**src/hw/rtl/vtsp_pkg.sv**
```systemverilog
// Shared types and constants for the VLAN tag stack parser.
// No dependencies; imported by vtsp_core and vlan_tag_stack_parser.
`default_nettype none
package vtsp_pkg;

    localparam int unsigned MAX_TAGS    = 8;
    localparam int unsigned TAG_CNT_W   = 4;
    localparam int unsigned TAG_IDX_W   = 3;

    localparam logic [15:0] DEFAULT_VLAN_TYPE = 16'h8100;

    // Byte position inside a four-byte group
    localparam logic [1:0] PHASE_TAG_HI  = 2'd0;
    localparam logic [1:0] PHASE_TAG_LO  = 2'd1;
    localparam logic [1:0] PHASE_TYPE_HI = 2'd2;
    localparam logic [1:0] PHASE_TYPE_LO = 2'd3;

    // Result status codes
    localparam logic [1:0] ST_MORE  = 2'd0;
    localparam logic [1:0] ST_FINAL = 2'd1;
    localparam logic [1:0] ST_TRUNC = 2'd2;
    localparam logic [1:0] ST_OVER  = 2'd3;

    typedef struct packed {
        logic [7:0] data_byte;
        logic       last_byte;
    } in_word_t;

    typedef struct packed {
        logic [15:0]          tag_value;
        logic [15:0]          next_ethertype;
        logic [TAG_IDX_W-1:0] tag_index;
        logic [1:0]           status;
    } out_word_t;

endpackage
`default_nettype wire

```
**src/hw/rtl/vtsp_core.sv**
```systemverilog
// Per-byte tag stack parse step: frame state registers and result logic.
// Depends on vtsp_pkg.
`default_nettype none
module vtsp_core (
    input  wire logic               clk,
    input  wire logic               rst_n,
    input  wire logic               step_en,
    input  wire vtsp_pkg::in_word_t item,
    input  wire logic [15:0]        vlan_type,
    output logic                    res_valid,
    output vtsp_pkg::out_word_t     res
);
    import vtsp_pkg::*;

    logic [1:0]           phase_reg, phase_next;
    logic [15:0]          tag_hold_reg, tag_hold_next;
    logic [7:0]           type_high_reg, type_high_next;
    logic [TAG_CNT_W-1:0] tag_count_reg, tag_count_next;
    logic                 done_reg, done_next;
    logic [15:0]          ethertype;

    assign ethertype = {type_high_reg, item.data_byte};

    always_comb
    begin
        phase_next     = phase_reg;
        tag_hold_next  = tag_hold_reg;
        type_high_next = type_high_reg;
        tag_count_next = tag_count_reg;
        done_next      = done_reg;
        res_valid      = 1'b0;
        res.tag_value      = tag_hold_reg;
        res.next_ethertype = ethertype;
        res.tag_index      = tag_count_reg[TAG_IDX_W-1:0];
        res.status         = ST_MORE;

        if (!done_reg)
        begin
            unique case (phase_reg)
                PHASE_TAG_HI:  tag_hold_next  = {item.data_byte, 8'h00};
                PHASE_TAG_LO:  tag_hold_next  = {tag_hold_reg[15:8], item.data_byte};
                PHASE_TYPE_HI: type_high_next = item.data_byte;
                default:       ;
            endcase

            if (phase_reg == PHASE_TYPE_LO)
            begin
                res_valid  = 1'b1;
                phase_next = PHASE_TAG_HI;
                priority if (tag_count_reg >= TAG_CNT_W'(MAX_TAGS))
                begin
                    res.status = ST_OVER;
                    done_next  = 1'b1;
                end
                else if (ethertype != vlan_type)
                begin
                    res.status = ST_FINAL;
                    done_next  = 1'b1;
                end
                else if (item.last_byte)
                begin
                    res.status = ST_TRUNC;
                end
                else
                begin
                    res.status     = ST_MORE;
                    tag_count_next = tag_count_reg + 1'b1;
                end
            end
            else
            begin
                // Data ran out inside a group
                if (item.last_byte)
                begin
                    res_valid          = 1'b1;
                    res.tag_value      = '0;
                    res.next_ethertype = '0;
                    res.status         = ST_TRUNC;
                end
                phase_next = phase_reg + 1'b1;
            end
        end

        // Drop all frame state at the end of the frame
        if (item.last_byte)
        begin
            phase_next     = PHASE_TAG_HI;
            tag_hold_next  = '0;
            type_high_next = '0;
            tag_count_next = '0;
            done_next      = 1'b0;
        end
    end

    always_ff @(posedge clk or negedge rst_n)
    begin
        if (!rst_n)
        begin
            phase_reg     <= PHASE_TAG_HI;
            tag_hold_reg  <= '0;
            type_high_reg <= '0;
            tag_count_reg <= '0;
            done_reg      <= 1'b0;
        end
        else if (step_en)
        begin
            phase_reg     <= phase_next;
            tag_hold_reg  <= tag_hold_next;
            type_high_reg <= type_high_next;
            tag_count_reg <= tag_count_next;
            done_reg      <= done_next;
        end
    end

`ifndef NO_ASSERTIONS
    a_count_bounded: assert property (@(posedge clk) disable iff (!rst_n)
        tag_count_reg <= TAG_CNT_W'(MAX_TAGS))
        else $error("tag count beyond the stack limit");

    a_frame_clear: assert property (@(posedge clk) disable iff (!rst_n)
        (step_en && item.last_byte) |=>
            (phase_reg == PHASE_TAG_HI && tag_count_reg == '0 && !done_reg))
        else $error("frame state not cleared after last byte");

    a_done_silent: assert property (@(posedge clk) disable iff (!rst_n)
        done_reg |-> !res_valid)
        else $error("result produced after the stack ended");

    a_more_counts: assert property (@(posedge clk) disable iff (!rst_n)
        (step_en && res_valid && res.status == ST_MORE) |=>
            (tag_count_reg == $past(tag_count_reg) + 1'b1))
        else $error("continuing tag did not advance the count");
`endif

endmodule
`default_nettype wire

```
**src/hw/rtl/vlan_tag_stack_parser.sv**
```systemverilog
// Top level of the VLAN tag stack parser: input word register, parse core,
// result register and the ethertype configuration register. Uses vtsp_pkg, vtsp_core.
`default_nettype none
// Usage:
//   Input channel (in_valid / in_stall / in_data) carries one frame byte per
//   word, starting at the first tag control word, with last_byte marking the
//   final available byte of the frame.
//   Output channel (out_valid / out_stall / out_data) carries one word per
//   completed tag group or early end of data: tag value, following
//   ethertype, tag position and status (more, final, truncated, too many).
//   Configuration channel (cfg_valid / cfg_ready / cfg_data) writes the
//   ethertype that marks a further stacked tag; write it only while idle.
// Timing:
//   One input word per cycle sustained while no result is stalled. A byte lands
//   in the input register, passes through the parse step and is written to the
//   result register when the step fires; a stalled result holds that step back.
//   The combinational parse step over the registered byte sets the rate.
// Reset:
//   Clears frame state, both valid flags, and loads ethertype 0x8100.
// Back pressure:
//   While out_stall holds a waiting result, the registered byte is held and
//   in_stall rises once the input register is full; nothing is lost.
module vlan_tag_stack_parser (
    input  wire logic                clk,
    input  wire logic                rst_n,
    input  wire logic                in_valid,
    output logic                     in_stall,
    input  wire vtsp_pkg::in_word_t  in_data,
    output logic                     out_valid,
    input  wire logic                out_stall,
    output vtsp_pkg::out_word_t      out_data,
    input  wire logic                cfg_valid,
    output logic                     cfg_ready,
    input  wire logic [15:0]         cfg_data
);
    import vtsp_pkg::*;

    in_word_t    in_reg;
    logic        in_valid_reg;
    out_word_t   out_reg;
    logic        out_valid_reg;
    logic [15:0] vlan_type_reg;

    logic        fire;
    logic        take;
    logic        res_valid;
    out_word_t   res;

    // Advance the registered byte when the result slot is free or draining
    assign fire     = in_valid_reg && (!out_valid_reg || !out_stall);
    assign in_stall = in_valid_reg && !fire;
    assign take     = in_valid && !in_stall;

    assign cfg_ready = 1'b1;
    assign out_valid = out_valid_reg;
    assign out_data  = out_reg;

    vtsp_core u_core (
        .clk       (clk),
        .rst_n     (rst_n),
        .step_en   (fire),
        .item      (in_reg),
        .vlan_type (vlan_type_reg),
        .res_valid (res_valid),
        .res       (res)
    );

    always_ff @(posedge clk or negedge rst_n)
    begin
        if (!rst_n)
        begin
            in_valid_reg  <= 1'b0;
            out_valid_reg <= 1'b0;
            vlan_type_reg <= DEFAULT_VLAN_TYPE;
        end
        else
        begin
            if (cfg_valid && cfg_ready)
                vlan_type_reg <= cfg_data;

            // Hold the input word until the parse step takes it
            if (take)
                in_valid_reg <= 1'b1;
            else if (fire)
                in_valid_reg <= 1'b0;

            // Load a new result, or drop the delivered one
            if (fire)
                out_valid_reg <= res_valid;
            else if (out_valid_reg && !out_stall)
                out_valid_reg <= 1'b0;
        end
    end

    always_ff @(posedge clk)
    begin
        if (take)
            in_reg <= in_data;
        if (fire && res_valid)
            out_reg <= res;
    end

endmodule
`default_nettype wire
```
**config.mk**
```make
export PLATFORM = sky130hd
export DESIGN_NAME = vlan_tag_stack_parser
export DESIGN_NICKNAME = d
export VERILOG_FILES = /design/src/hw/rtl/vtsp_pkg.sv /design/src/hw/rtl/vtsp_core.sv /design/src/hw/rtl/vlan_tag_stack_parser.sv
export SDC_FILE = /design/constraint.sdc
export NUM_CORES = 1
export LEC_CHECK = 0
export ABC_AREA = 1
export BUFFER_PORTS_ARGS = -buffer_cell sky130_fd_sc_hd__buf_2
export CAP_MARGIN = 10
export CORE_MARGIN = 2
export CORE_UTILIZATION = 60
export DETAILED_ROUTE_END_ITERATION = 6
export PLACE_DENSITY = 0.84
export REMOVE_ABC_BUFFERS = 1
export SYNTH_ARGS = -nofsm -noshare
export SYNTH_HDL_FRONTEND = slang
export SYNTH_SLANG_ARGS = --single-unit
```
**constraint.sdc**
```tcl
create_clock -name clk -period 6.1 [get_ports clk]
set_input_delay 1.83 -clock clk [delete_from_list [all_inputs] [get_ports clk]]
set_output_delay 1.83 -clock clk [all_outputs]
set_load 0.01 [all_outputs]
```
# After elaboration in Yosys (flattened, before gate mapping)

Index checks and enable logic that the tools add are counted.

Register bits after elaboration: 95
Input port bits: 30
Logic and storage cells: 81

Add/subtract/negate cells: 2
Magnitude comparators: 1
Eq/ne operators: 8
Mux-type cells: 33
Reductions and logical operators: 22

Operators by type and width:

| kind                | count |
|---|---|
| $mux 32             | 3 |
| $mux 16             | 2 |
| $pmux 16 s2         | 1 |
| $mux 8              | 3 |
| $mux 4              | 5 |
| $ne 16x16->1        | 1 |
| $mux 2              | 7 |
| $mux 1              | 12 |
| $reduce_bool 2->1   | 5 |
| $ne 2x2->1 const B  | 4 |
| $reduce_and 3->1    | 2 |
| $logic_and 1x1->1   | 5 |
| $reduce_and 5->1    | 1 |
| $add 4x1->4 const B | 1 |
| $eq 2x2->1 const B  | 2 |
| $ge 4x4->1 const B  | 1 |
| $logic_not 1->1     | 4 |
| $reduce_and 4->1    | 1 |
| $reduce_bool 3->1   | 1 |
| $add 2x1->2 const B | 1 |
| $eq 2x1->1 const B  | 1 |
| $logic_not 2->1     | 1 |
| $reduce_and 2->1    | 1 |
| $logic_or 1x1->1    | 1 |

# Logic depth before layout (Yosys ltp)

Gate-level depths: netlist of the first run.

Depth in word-level cells: 8
Mapped depth: 10

# Modules after synthesis

A second synthesis of the first run with hierarchy kept.

Cell total of the unflattened synthesis: 460
Area, all modules: 4304.1 um^2

By module, submodules not included:

| module                | times used | cells each | area an instance (um^2) | sequential area each (um^2) |
|---|---|---|---|---|
| vtsp_core             | 1          | 330        | 2159.6                  | 775.7 |
| vlan_tag_stack_parser | 1          | 130        | 2144.6                  | 1834.3 |

# Worst setup path before layout of the first run

Ideal clock, no wire load.

Path type: input to register
From: input out_stall
To: register out_reg (netlist bit out_data[0]), enable pin
Data arrival time: 4686 ps
Data required time: 5623 ps
Slack: 937 ps
Cell stages on the path: 3
Cell sequence: a21oi_4 -> inv_4 -> nor3_1

Word-level cells in the longest chain between the ends: 4

RTL lines:

| element                | RTL line                     | source |
|---|---|---|
| start: declaration     | vlan_tag_stack_parser.sv:30  | `input wire logic out_stall,` |
| $logic_not 1->1        | vlan_tag_stack_parser.sv:50  | `assign fire = in_valid_reg && (!out_valid_reg \|\| !out_stall);` |
| $logic_or 1x1->1       | vlan_tag_stack_parser.sv:50  |  |
| $logic_and 1x1->1      | vlan_tag_stack_parser.sv:50  |  |
| $logic_and 1x1->1      | vlan_tag_stack_parser.sv:99  | `if (fire && res_valid)` |
| end signal: assignment | vlan_tag_stack_parser.sv:100 | `out_reg <= res;` |
| end: declaration       | vlan_tag_stack_parser.sv:40  | `out_word_t out_reg;` |

No other way between the ends.
A chain may end at the register's enable or synchronous reset.

# Worst setup path after layout of the first run

From: input out_stall
To: output in_stall

Word-level cells in the longest chain between the ends: 5

RTL lines:

| element           | RTL line                    | source |
|---|---|---|
| $logic_not 1->1   | vlan_tag_stack_parser.sv:50 |  |
| $logic_or 1x1->1  | vlan_tag_stack_parser.sv:50 |  |
| $logic_and 1x1->1 | vlan_tag_stack_parser.sv:50 |  |
| $logic_not 1->1   | vlan_tag_stack_parser.sv:51 | `assign in_stall = in_valid_reg && !fire;` |
| $logic_and 1x1->1 | vlan_tag_stack_parser.sv:51 |  |
| end: declaration  | vlan_tag_stack_parser.sv:27 | `output logic in_stall,` |

No other way between the ends.

==> results, run 1 <==
- The flow ran to the end, and the final reports show no timing, DRC or antenna violations.
- The final layout contains between 500 and 600 nets.
- After the first detailed-routing iteration, the DRC count stood at 216.
- The data arrival time of the critical path is 2260 ps.
- The synthesis-to-finish area growth is 15.6%.
- The hold violation count in the final report is 0.
- The startpoint kind of the worst setup timing path is a primary input.
- The count of instances resized after the clock tree is built is 0.
- The via total after detailed routing is just under 3000.
- TritonCTS created 9 clock buffers.
- The largest voltage drop on the vdd net is 0.000229 V.
- The root buffer cell chosen for the clock tree is sky130_fd_sc_hd__clkbuf_8.
- For this run the aggregate overflow at the end of global routing stands at 0.
- Total power for the finished layout comes to between 0.0015 and 0.002 W.
- The average vias per placed instance is 5.26.
- By area the synthesized netlist is led by sky130_fd_sc_hd__edfxtp_1 33%, sky130_fd_sc_hd__dfrtp_1 28%, sky130_fd_sc_hd__nand2_1 7.9%.
- The worst setup path is captured at an output port.
- The maximum number of pins on one net before global-route repair is 50.
- Setup repair after global routing left no endpoint under its margin.
- The final critical-path share of the clock period is between 60% and 70%.
- Global routing used 23.7% of the available tracks.
- The register with the most flip-flops in the layout has 37 of them.
- The kind of path behind the tightest hold check is flip-flop to flip-flop.
- Input and output buffers added on the ports amount to 68.
- The die width is 87.1 µm.
- In this run the cell area of the synthesized design comes to slightly above 4000 µm².
- During synthesis, Yosys emitted a total of 0 warnings.
- The congestion estimate from routability-driven global placement came to approximately 0.8.
- The first-pass GRT wire length is ~13000 µm.
- The final critical delay including setup and external delays is 4090 ps.
- The final worst slack is between 2000 and 2500 ps.
- Before antenna repair, the detailed router went through 4 iterations.
- In the routed design, unresolved DRC markers number 0.
- After detailed placement, the design holds a cell count of between 500 and 600.
- The analysis attributes to cell leakage a power of 2.24 nW.
- For this run, the top clock speed supported by timing is approximately 240 MHz.
- The filler-free cell count of the finished design is roughly 560.
- The clock sink count is 95.
- The clock-pin slew of the registers on the worst-case setup and hold paths is about 90 ps.
- In this run the deepest clock path goes through 2 buffers.
- The worst pin sits at a relative slew slack of 22.7%.
- The effective utilization at floorplan is 61.4%.
- The fraction of post-synthesis cell area in the top cell type by area is between 30% and 40%.
- Synthesis inferred 95 register bits.
- The via count of the first global-routing pass came to 2861.
- The category of the most critical setup path is primary input to output port.
- For the worst setup path, the data required time is around 4300 ps.
- The part of the Yosys area used for sequential elements is between 60% and 70%.
- The TritonCTS clock tree is done.
- The filler cell count in the final layout is 480.
- The number of buffers added to fix hold violations after cts is 0.
- The synthesized instance count is between 400 and 500.
- The area of the die is 7590 µm².
- The initial antenna violation count is 0.
- The synthesized netlist contains 33 unique library cells.
- The number of antenna diodes in the final layout is 0.
- The placeable core region is slightly below 7000 µm².
- The maximum level of the CTS H-tree is 3.
- The total power per unit cell area is roughly 400 nW/µm².
- The largest total area in the synthesized netlist belongs to sky130_fd_sc_hd__edfxtp_1.
- In the final timing run, aggregate negative setup slack is 0 ps.
- The mean area per synthesized cell is between 10 and 15 µm².
- The transition time at the pin with the least slew margin is 1150 ps.
- The routed design has a little over 8000 µm of wire.
- The ratio of cells with drive above 1 in the final layout is between 20% and 30%.
- The biggest fanout along the worst timing path is 4.
- The total setup buffers inserted after CTS is 0.
- 70 I/O pins were placed.
- After detailed routing, the average wire length per cell comes to between 10 and 15 µm.
- In the global route stage, met2 resource usage came out at between 30% and 40%.
- Between clock sinks in the finished design, the worst skew comes to around 11 ps.
- Global routing consumed, on the met1 layer, 29.2% of the routing resources.
- The worst setup slack after placement is roughly 2000 ps.
- The number of rows in the core area is 30.
- The die is 87.1 µm tall.
- The wire-length estimate of the detail-placed layout is between 5000 and 6000 µm.
- Global routing used around 4% of the available met3 tracks.
- The count of antenna-violating nets left after detailed routing is 0.
- The later pin in the worst-skew pair is clocked with a latency of 370 ps.
- The final setup violation count is 0.
- The max-slew violation count is 0.
- The tool flagged a number of max-cap violations equal to 0.
- The most utilized layer in the global route result is met2.
-- worst max-delay path, cell delays in order --
cell and delay (ps):
sky130_fd_sc_hd__buf_2 110, sky130_fd_sc_hd__nand2_1 90, sky130_fd_sc_hd__nor2_1 90, sky130_fd_sc_hd__buf_2 130
-- area by class of cell --
cell class / count / area (µm²) / share of cell area [%]
clock inverters: 7 / 119 / 2.48
flip-flops and latches: 95 / 2610 / 54.4
well taps: 80 / 100 / 2.09
multi-input cells: 237 / 1220 / 25.5
repair buffers: 70 / 373 / 7.78
clock buffers: 9 / 124 / 2.58
inverters: 65 / 246 / 5.14
-- report_power, final --
| group | switching, W | total, W | internal [W] | leakage (nW) |
|---|---|---|---|---|
| clock network | 0.000222 | 0.000495 | 0.000273 | 0.116 |
| registers | 0.0000695 | 0.000906 | 0.000836 | 1.07 |
| logic | 0.000330 | 0.000495 | 0.000165 | 1.05 |
-- metrics by stage --
| stage | area (µm²) | utilization (%) | hold WS [ps] |
|---|---|---|---|
| 3_5_place_dp | 4530 | 67.0 | 486 |
| 2_1_floorplan | 4070 | - | 468 |
| 3_3_place_gp | 4530 | 67.0 | 482 |
| 4_1_cts | 4770 | 70.6 | 500 |
| 5_1_grt | 4790 | 71.0 | 524 |
| 6_report | 4790 | 71.0 | 497 |
-- synthesized netlist by cell type --
| cell type | n |
|---|---|
| sky130_fd_sc_hd__a21oi_1 | 2 |
| sky130_fd_sc_hd__a21oi_4 | 1 |
| sky130_fd_sc_hd__a31oi_4 | 1 |
| sky130_fd_sc_hd__buf_2 | 6 |
| sky130_fd_sc_hd__buf_4 | 2 |
| sky130_fd_sc_hd__buf_6 | 2 |
| sky130_fd_sc_hd__clkbuf_1 | 3 |
| sky130_fd_sc_hd__conb_1 | 1 |
| sky130_fd_sc_hd__dfrtp_1 | 47 |
| sky130_fd_sc_hd__dfstp_2 | 2 |
| sky130_fd_sc_hd__edfxtp_1 | 46 |
| sky130_fd_sc_hd__ha_1 | 6 |
| sky130_fd_sc_hd__inv_1 | 58 |
| sky130_fd_sc_hd__inv_2 | 6 |
| sky130_fd_sc_hd__inv_4 | 1 |
| sky130_fd_sc_hd__nand2_1 | 87 |
| sky130_fd_sc_hd__nand3_1 | 21 |
| sky130_fd_sc_hd__nand3_2 | 2 |
| sky130_fd_sc_hd__nand4_1 | 5 |
| sky130_fd_sc_hd__nor2_1 | 54 |
| sky130_fd_sc_hd__nor2_2 | 2 |
| sky130_fd_sc_hd__nor2_4 | 1 |
| sky130_fd_sc_hd__nor2_8 | 1 |
| sky130_fd_sc_hd__nor3_1 | 2 |
| sky130_fd_sc_hd__nor3_2 | 1 |
| sky130_fd_sc_hd__nor3_4 | 1 |
| sky130_fd_sc_hd__o21ai_0 | 23 |
| sky130_fd_sc_hd__o21ai_1 | 8 |
| sky130_fd_sc_hd__o21ai_2 | 6 |
| sky130_fd_sc_hd__o21ai_4 | 1 |
| sky130_fd_sc_hd__o31ai_1 | 7 |
| sky130_fd_sc_hd__o31ai_2 | 2 |
| sky130_fd_sc_hd__xor2_1 | 2 |
-- cell usage in the layout (no fill, tap or decap), drive strengths merged --
cell type,synthesis,final
nand2,87,87
dfrtp,47,47
o21ai,38,38
nor2,58,58
dfstp,2,2
clkinv,0,1
buf,10,69
xor2,2,2
nor3,4,4
o31ai,9,9
nand3,23,23
ha,6,6
inv,65,66
clkbuf,3,10
clkinvlp,0,2
a21oi,3,3
edfxtp,46,46
nand4,5,5
bufinv,0,3
conb,1,1
a31oi,1,1
-- path summary, 6_finish.rpt --
kind | start | end | slack (ps) | cells after the start
max | out_stall | in_stall | 2010 | 4
min | vlan_type_reg[15] | vlan_type_reg[15] | 500 | 2
max reg2reg | in_reg[0] | out_data[20] | 3220 | 3
min reg2reg | vlan_type_reg[15] | vlan_type_reg[15] | 500 | 2
max in group asynchronous | rst_n | u_core.tag_count_reg[2] | 3790 | 1
min in group asynchronous | rst_n | vlan_type_reg[9] | 1650 | 1
-- metal layers --
layer	routed length [µm]	up-vias
met3	444	22
li1	-	1442
met5	0	-
met1	3350	1396
met4	227	0
met2	4120	102
-- cell families (layout without fill, tap and decap cells) --
group	after synthesis	after routing	share of synthesized area (%)
AND/OR/NAND/NOR	177	177	18.5
buffers and inverters	78	151	7.85
adder cells (fa/ha/maj)	6	6	1.81
AO/OA/AOI/OAI	51	51	8.42
flip-flops	95	95	62.9
other	1	1	0.0904
XOR/XNOR	2	2	0.423
Note: power is estimated with default switching activity, not from simulation.
==> run 2: changes to the inputs <==
- CORE_UTILIZATION: 60 -> 50
- PLACE_DENSITY: 0.84 -> 0.75
- clock period: 6.1 -> 3.3 ns (I/O delays scaled with it)
==> run 2 against run 1 <==
Effect of this change:
- sequential power up 83%
- design area down 0.73%
- combinational power up 77%
- highest routed layer unchanged
- via count down 3.7%
- wire length down 9.2%
- largest cell class unchanged
==> results, run 2 (synthesis results as in run 1) <==
- The flow ran to the end, and the final reports show no timing, DRC or antenna violations.
- The maximum root-to-sink buffer count is 2 (unchanged).
- TritonCTS built the clock tree.
- The routed wire length per instance came to 12.5 µm (-13%).
- The global router's overall resource usage came to 18.2% (-5.5 points).
- The clock sink count was 95 (unchanged).
- Setup repair after global routing left no endpoint under its margin.
- The placeable core region is 8130 µm² (+20%).
- The final cell area excluding filler cells is 4760 µm² (-0.73%).
- The die width is 95.1 µm (+9.1%).
- The count of instances resized after the clock tree is built is 0 (unchanged).
- The final critical-path share of the clock period is ~73%.
- The HPWL after detailed placement came to 5200 µm (-5.0%).
- The number of top-level pins is 70 (unchanged).
- The relative contribution of the clock network to total power is 21.5% (-4.6 points).
- The total setup buffers inserted after CTS is 0 (unchanged).
- The count of max-cap constraint violations was 0 (unchanged).
- The total power draw is 0.00324 W (+71%).
- The number of CTS-inserted buffers is 9 (unchanged).
- The effective utilization at floorplan is 51.0% (-10 points).
- The biggest fanout along the worst timing path is 4 (unchanged).
- The count of antenna-violating nets left after detailed routing is 0 (unchanged).
- The leakage power is 2.21 nW (-1.2%).
- The global placer's final weighted congestion came to 0.832 (+6.1%).
- The number of buffers added to fix hold violations after cts is 0 (unchanged).
- The flip-flop count of the largest register after layout is 37 (unchanged).
- The initial antenna violation count is 0 (unchanged).
- The later-pin clock latency in the skew report was 350 ps (-20 ps).
- The hold violation count in the final report is 0 (unchanged).
- The height of the die is 95.1 µm (+9.1%).
- The relative slew slack is 58.8% (+36 points).
- The sequential cell fraction of total power is 51.4% (+3.6 points).
- The sum of overflow across all layers after global routing is 0 (unchanged).
- The clock-pin slew of the registers on the worst-case setup and hold paths was 90 ps (about the same).
- The number of optimization iterations in the first detailed-route pass is 5 (+1).
- The largest voltage drop on the vdd net was 0.000349 V (+53%).
- The max-slew violation count is 0 (unchanged).
- The number of placed instances with taps included is 574 (+5.1%).
- Leaving out fill and tap cells, the most frequent cell in the layout is sky130_fd_sc_hd__nand2_1.
- Leaving out fill and tap cells, the most frequent cells in the layout are 87 x sky130_fd_sc_hd__nand2_1, 68 x sky130_fd_sc_hd__buf_2, 58 x sky130_fd_sc_hd__inv_1.
- The filler-free cell count of the finished design is 590 (+4.8%).
- The switching power summed over all nets came to 0.00108 W (+74%).
- The post-route clock skew is 13.7 ps (+2.23 ps).
- Based on the critical path, the design can be clocked at up to 416 MHz.
- The design internal power is 0.00215 W (+69%).
- The total power per unit cell area was 680 nW/µm² (+72%).
- The worst setup slack after placement is 899 ps (-1120 ps).
- The final critical delay including setup and external delays is 2410 ps.
- The worst setup path is launched from a primary input.
- The final worst slack was 894 ps (-1120 ps).
- The count of input and output buffers is 68 (unchanged).
- The area of the die was 9040 µm² (+19%).
- The maximum level of the CTS H-tree is 3 (unchanged).
- The final antenna diode count came to 0 (unchanged).
- The total number of nets in the final design is 516 (+0.39%).
- The maximum number of pins on one net before global-route repair is 50 (unchanged).
- The category of the most critical setup path is primary input to output port.
- The initial detailed-routing violation count is 130 (-40%).
- In this run the worst hold path is classified as flip-flop to flip-flop.
- The ratio of cells with drive above 1 in the final layout is 23.7% (-0.098 points).
- The routed wire length was 7390 µm (-9.2%).
- The via count of the first global-routing pass is 2745 (-4.1%).
- The critical path required time was 2310 ps (-1960 ps).
- The first-pass GRT wire length is 12300 µm (-8.5%).
- The endpoint type of the worst setup path is an output port.
- The average vias per placed instance is 4.83 (-8.2%).
- The fraction of power consumed by combinational cells was 27.1% (+1.0 points).
- The remaining design rule violation count is 0 (unchanged).
- The final setup violation count was 0 (unchanged).
- Clock tree synthesis selected as its root buffer the cell sky130_fd_sc_hd__clkbuf_8.
- The via total after detailed routing is 2851 (-3.7%).
- The data arrival time of the critical path is 1420 ps (-840 ps).
- The fraction of power spent switching nets is 33.4% (+0.65 points).
- The total cell area at the placement stage is 4580 µm² (+1.2%).
- The transition time at the pin with the least slew margin is 618 ps (-535 ps).
- The number of rows in the core area came to 33 (+10%).
- The final hold slack is 505 ps (+8.13 ps).
- From synthesis to final layout, the design area changed by 14.8%.
[run 2: cell count changes in the layout (fill, tap and decap cells not counted), sizes merged]
cell    before  now
buf         69   72
bufinv       3    0
clkbuf      10   13
inv         66   65
[run 2: power groups by stage]
stage / logic [W] / registers, W / clock network [W]
floorplan: 0.000560 / 0.00173 / 0
global placement: 0.000857 / 0.00168 / 0
detailed placement: 0.000883 / 0.00169 / 0
CTS: 0.000890 / 0.00167 / 0.000704
global route: 0.00100 / 0.00169 / 0.000762
finish: 0.000877 / 0.00166 / 0.000694
[run 2: layer usage]
layer,vias to the layer above,wire length [µm],global-route usage [%]
li1,1447,-,-
met4,0,195,10.0
met1,1307,3300,23.9
met5,-,0,0
met2,79,3550,28.9
met3,18,344,3.16
[run 2: final timing paths]
| kind | slack [ps] | startpoint | depth (start not counted) | to |
|---|---|---|---|---|
| worst min-delay path | 510 | vlan_type_reg[15] | 2 | vlan_type_reg[15] |
| worst max register to register | 1520 | u_core.phase_reg[1] | 7 | u_core.tag_hold_reg[10] |
| worst min register to register | 510 | vlan_type_reg[15] | 2 | vlan_type_reg[15] |
| min in group asynchronous | 720 | rst_n | 2 | vlan_type_reg[9] |
| worst max-delay path | 890 | out_stall | 4 | in_stall |
| max in group asynchronous | 2150 | rst_n | 2 | u_core.tag_count_reg[3] |
[run 2: final cells by class]
cell class,count,area [µm²]
clock buffer,13,159
clock inverter,3,20.0
fill,679,3370
inverter,65,246
multi-input combinational,237,1220
sequential,95,2610
tap,105,131
timing repair buffer,72,370
[run 2: metrics by stage]
step / utilization (%) / setup TNS (ps)
5_1_grt: 58.5 / 0
6_report: 58.5 / 0
2_1_floorplan: - / -37850
4_1_cts: 58.5 / 0
3_5_place_dp: 56.3 / 0
3_3_place_gp: 56.3 / 0
[run 2: critical path, cell delays in order]
cell and delay, ps:
sky130_fd_sc_hd__buf_2 110, sky130_fd_sc_hd__nand2_1 90, sky130_fd_sc_hd__nor2_1 90, sky130_fd_sc_hd__buf_2 130
==> run 3: changes to the inputs <==
- CORE_UTILIZATION: 50 -> 56
- PLACE_DENSITY: 0.75 -> 0.8
- clock period: 3.3 -> 2.3 ns (I/O delays scaled with it)
==> run 3 against run 2 <==
Effect of this change:
- count of clock-buffer cells in the layout fell by 2
- clock skew shrank 3.6 ps
- sequential power is 43% higher
- critical path depth down 1
- total power up 54%
- worst setup slack worse by 410 ps
- first-iteration DRC count up 62%
- die area is 10% lower
- largest cell class unchanged
==> results, run 3 (synthesis results as in run 1) <==
- The HPWL after detailed placement is 5250 µm (+0.97%).
- The routed wire length came to 7720 µm (+4.5%).
- The die width is 90.1 µm (-5.3%).
- The post-route clock skew is 10.0 ps (-3.63 ps).
- The largest voltage drop on the vdd net was 0.000569 V (+63%).
- The first-pass GRT wire length was 13500 µm (+9.5%).
- The data arrival time of the critical path is 1130 ps (-290 ps).
- The delay contributed by the slowest stage of the critical path is 420 ps (+290 ps).
- The endpoint type of the worst setup path is an output port.
- Based on the critical path, the design can be clocked at up to between 500 and 600 MHz.
- The clock sink count was 95 (unchanged).
- The most frequent standard cell in the layout excluding fill and tap cells is sky130_fd_sc_hd__nand2_1.
- The height of the die was 90.1 µm (-5.3%).
- The total power per unit cell area is 1030 nW/µm² (+52%).
- The count of max-cap constraint violations is 0 (unchanged).
- The average vias per placed instance is 5.03 (+4.0%).
- The worst setup slack after placement is 356 ps (-542 ps).
- The number of top-level pins is 70 (unchanged).
- The combined flip-flop and latch cell area was 2610 µm² (unchanged).
- The relative slew slack was 58.3% (-0.50 points).
- The initial detailed-routing violation count is 211 (+62%).
- The cell with the biggest individual delay on the critical path is sky130_fd_sc_hd__dfrtp_1.
- The effective utilization at floorplan was 57.5% (+6.5 points).
- The hold violation count in the final report came to 0 (unchanged).
- The max-slew violation count is 0 (unchanged).
- The final antenna diode count is 0 (unchanged).
- The total number of nets in the final design is 516 (unchanged).
- The combined buffer and inverter count along the critical path came to 1 (-1).
- The final setup violation count is 0 (unchanged).
- The maximum number of pins on one net before global-route repair was 50 (unchanged).
- The number of cells on the worst reg-to-reg path is 7 (unchanged).
- The via total after detailed routing came to 2936 (+3.0%).
- Walking the worst path, the cells encountered are nand2_1 > nor2_1 > buf_2.
- The count of antenna-violating nets left after detailed routing is 0 (unchanged).
- The ratio of cells with drive above 1 in the final layout is 23.9% (+0.21 points).
- Setup repair after global routing left no endpoint under its margin.
- The count of input and output buffers is 68 (unchanged).
- The tightest min-delay check is of the primary input to asynchronous set/reset pin type.
- The number of optimization iterations in the first detailed-route pass is 4 (-1).
- TritonCTS built the clock tree.
- The via count of the first global-routing pass is 2938 (+7.0%).
- The maximum level of the CTS H-tree was 3 (unchanged).
- The transition time at the pin with the least slew margin is 625 ps (+7.48 ps).
- The routed design could run at a clock period as short as 1820 ps.
- The clock-pin slew of the registers on the worst-case setup and hold paths came to 90 ps (about the same).
- The sum of overflow across all layers after global routing came to 0 (unchanged).
- The area of combinational cells with multiple inputs is 1220 µm² (unchanged).
- The routed wire length per instance is 13.2 µm (+5.5%).
- The filler-free cell count of the finished design is 584 (-1.0%).
- By startpoint and endpoint, the worst setup path is classified as flip-flop to output port.
- The worst path uses ~80% of the clock period.
- The flip-flop count of the largest register after layout came to 37 (unchanged).
- The cell count along the critical path is 3 (-1).
- The clock root buffer is sky130_fd_sc_hd__clkbuf_8.
- The later-pin clock latency in the skew report was 370 ps (+20 ps).
- The critical path required time came to 1610 ps (-700 ps).
- The number of CTS-inserted buffers is 9 (unchanged).
- The area of the die is 8110 µm² (-10%).
- The total setup buffers inserted after CTS is 0 (unchanged).
- The filler cell count in the final layout is 580 (-15%).
- The global router's overall resource usage came to 21.1% (+2.9 points).
- The number of placed instances with taps included was 568 (-1.0%).
- The biggest fanout along the worst timing path is 4 (unchanged).
- The placeable core region is 7210 µm² (-11%).
- Grouping stages by cell kind, the critical path spends the most delay in flip-flops.
- The final worst slack was 480 ps (-415 ps).
- The flow ran to the end, and the final reports show no timing, DRC or antenna violations.
- The count of instances resized after the clock tree is built was 0 (unchanged).
- The number of rows in the core area is 31 (-6.1%).
- The remaining design rule violation count is 0 (unchanged).
- The global placer's final weighted congestion was 0.817 (-1.8%).
- The worst setup path is launched from a flip-flop.
- Relative to the synthesized area, the layout overhead comes to 16.5%.
- Leaving out fill and tap cells, the most frequent cells in the layout are 87 x sky130_fd_sc_hd__nand2_1, 68 x sky130_fd_sc_hd__buf_2, 58 x sky130_fd_sc_hd__inv_1.
- The number of buffers added to fix hold violations after cts is 0 (unchanged).
- The initial antenna violation count is 0 (unchanged).
- The leakage power is 2.25 nW (+1.9%).
- The maximum root-to-sink buffer count was 2 (unchanged).
[run 3: routing by layer]
layer / wire (µm) / up-vias / share of wire (%) / global-route usage (%)
met3: 407 / 21 / 5.3 / 5.20
li1: - / 1450 / - / -
met4: 199 / 0 / 2.6 / 8.85
met5: 0 / - / 0 / 0
met1: 3330 / 1380 / 43 / 26.9
met2: 3780 / 85 / 49 / 34.8
[run 3: path summary, 6_finish.rpt]
kind / from / to / slack, ps
worst min-delay path: rst_n / vlan_type_reg[4] / 410
worst min register to register: u_core.type_high_reg[3] / u_core.type_high_reg[3] / 520
worst max register to register: u_core.phase_reg[1] / u_core.tag_hold_reg[8] / 510
worst max-delay path: out_valid / in_stall / 480
min in group clk: in_data[4] / in_reg[4] / 490
max in group asynchronous: rst_n / u_core.phase_reg[1] / 1460
[run 3: final cells by class]
type                    instances  area share, %
clock buffers                  11           2.93
clock inverters                 5           2.15
inverters                      65           5.10
multi-input cells             237           25.3
flip-flops and latches         95           54.0
well taps                      99           2.56
repair buffers                 72           7.93
[run 3: metrics by stage]
stage          hold WS [ps]  utilization (%)  TNS, ps  area (µm²)  power, W
2_1_floorplan           394                -   -63750        4070   0.00328
3_3_place_gp            485             63.6        0        4590   0.00365
3_5_place_dp            496             63.6        0        4590   0.00371
4_1_cts                 445             67.0        0        4830   0.00502
5_1_grt                 474             67.0        0        4830   0.00531
6_report                412             67.0        0        4830   0.00499
[run 3: power breakdown]
part	internal (W)	switching (W)	leakage (nW)	total (W)
clock network	0.000754	0.000555	0.124	0.00131
registers	0.00222	0.000167	1.07	0.00238
logic	0.000433	0.000866	1.06	0.00130
total	0.00340	0.00159	2.25	0.00499
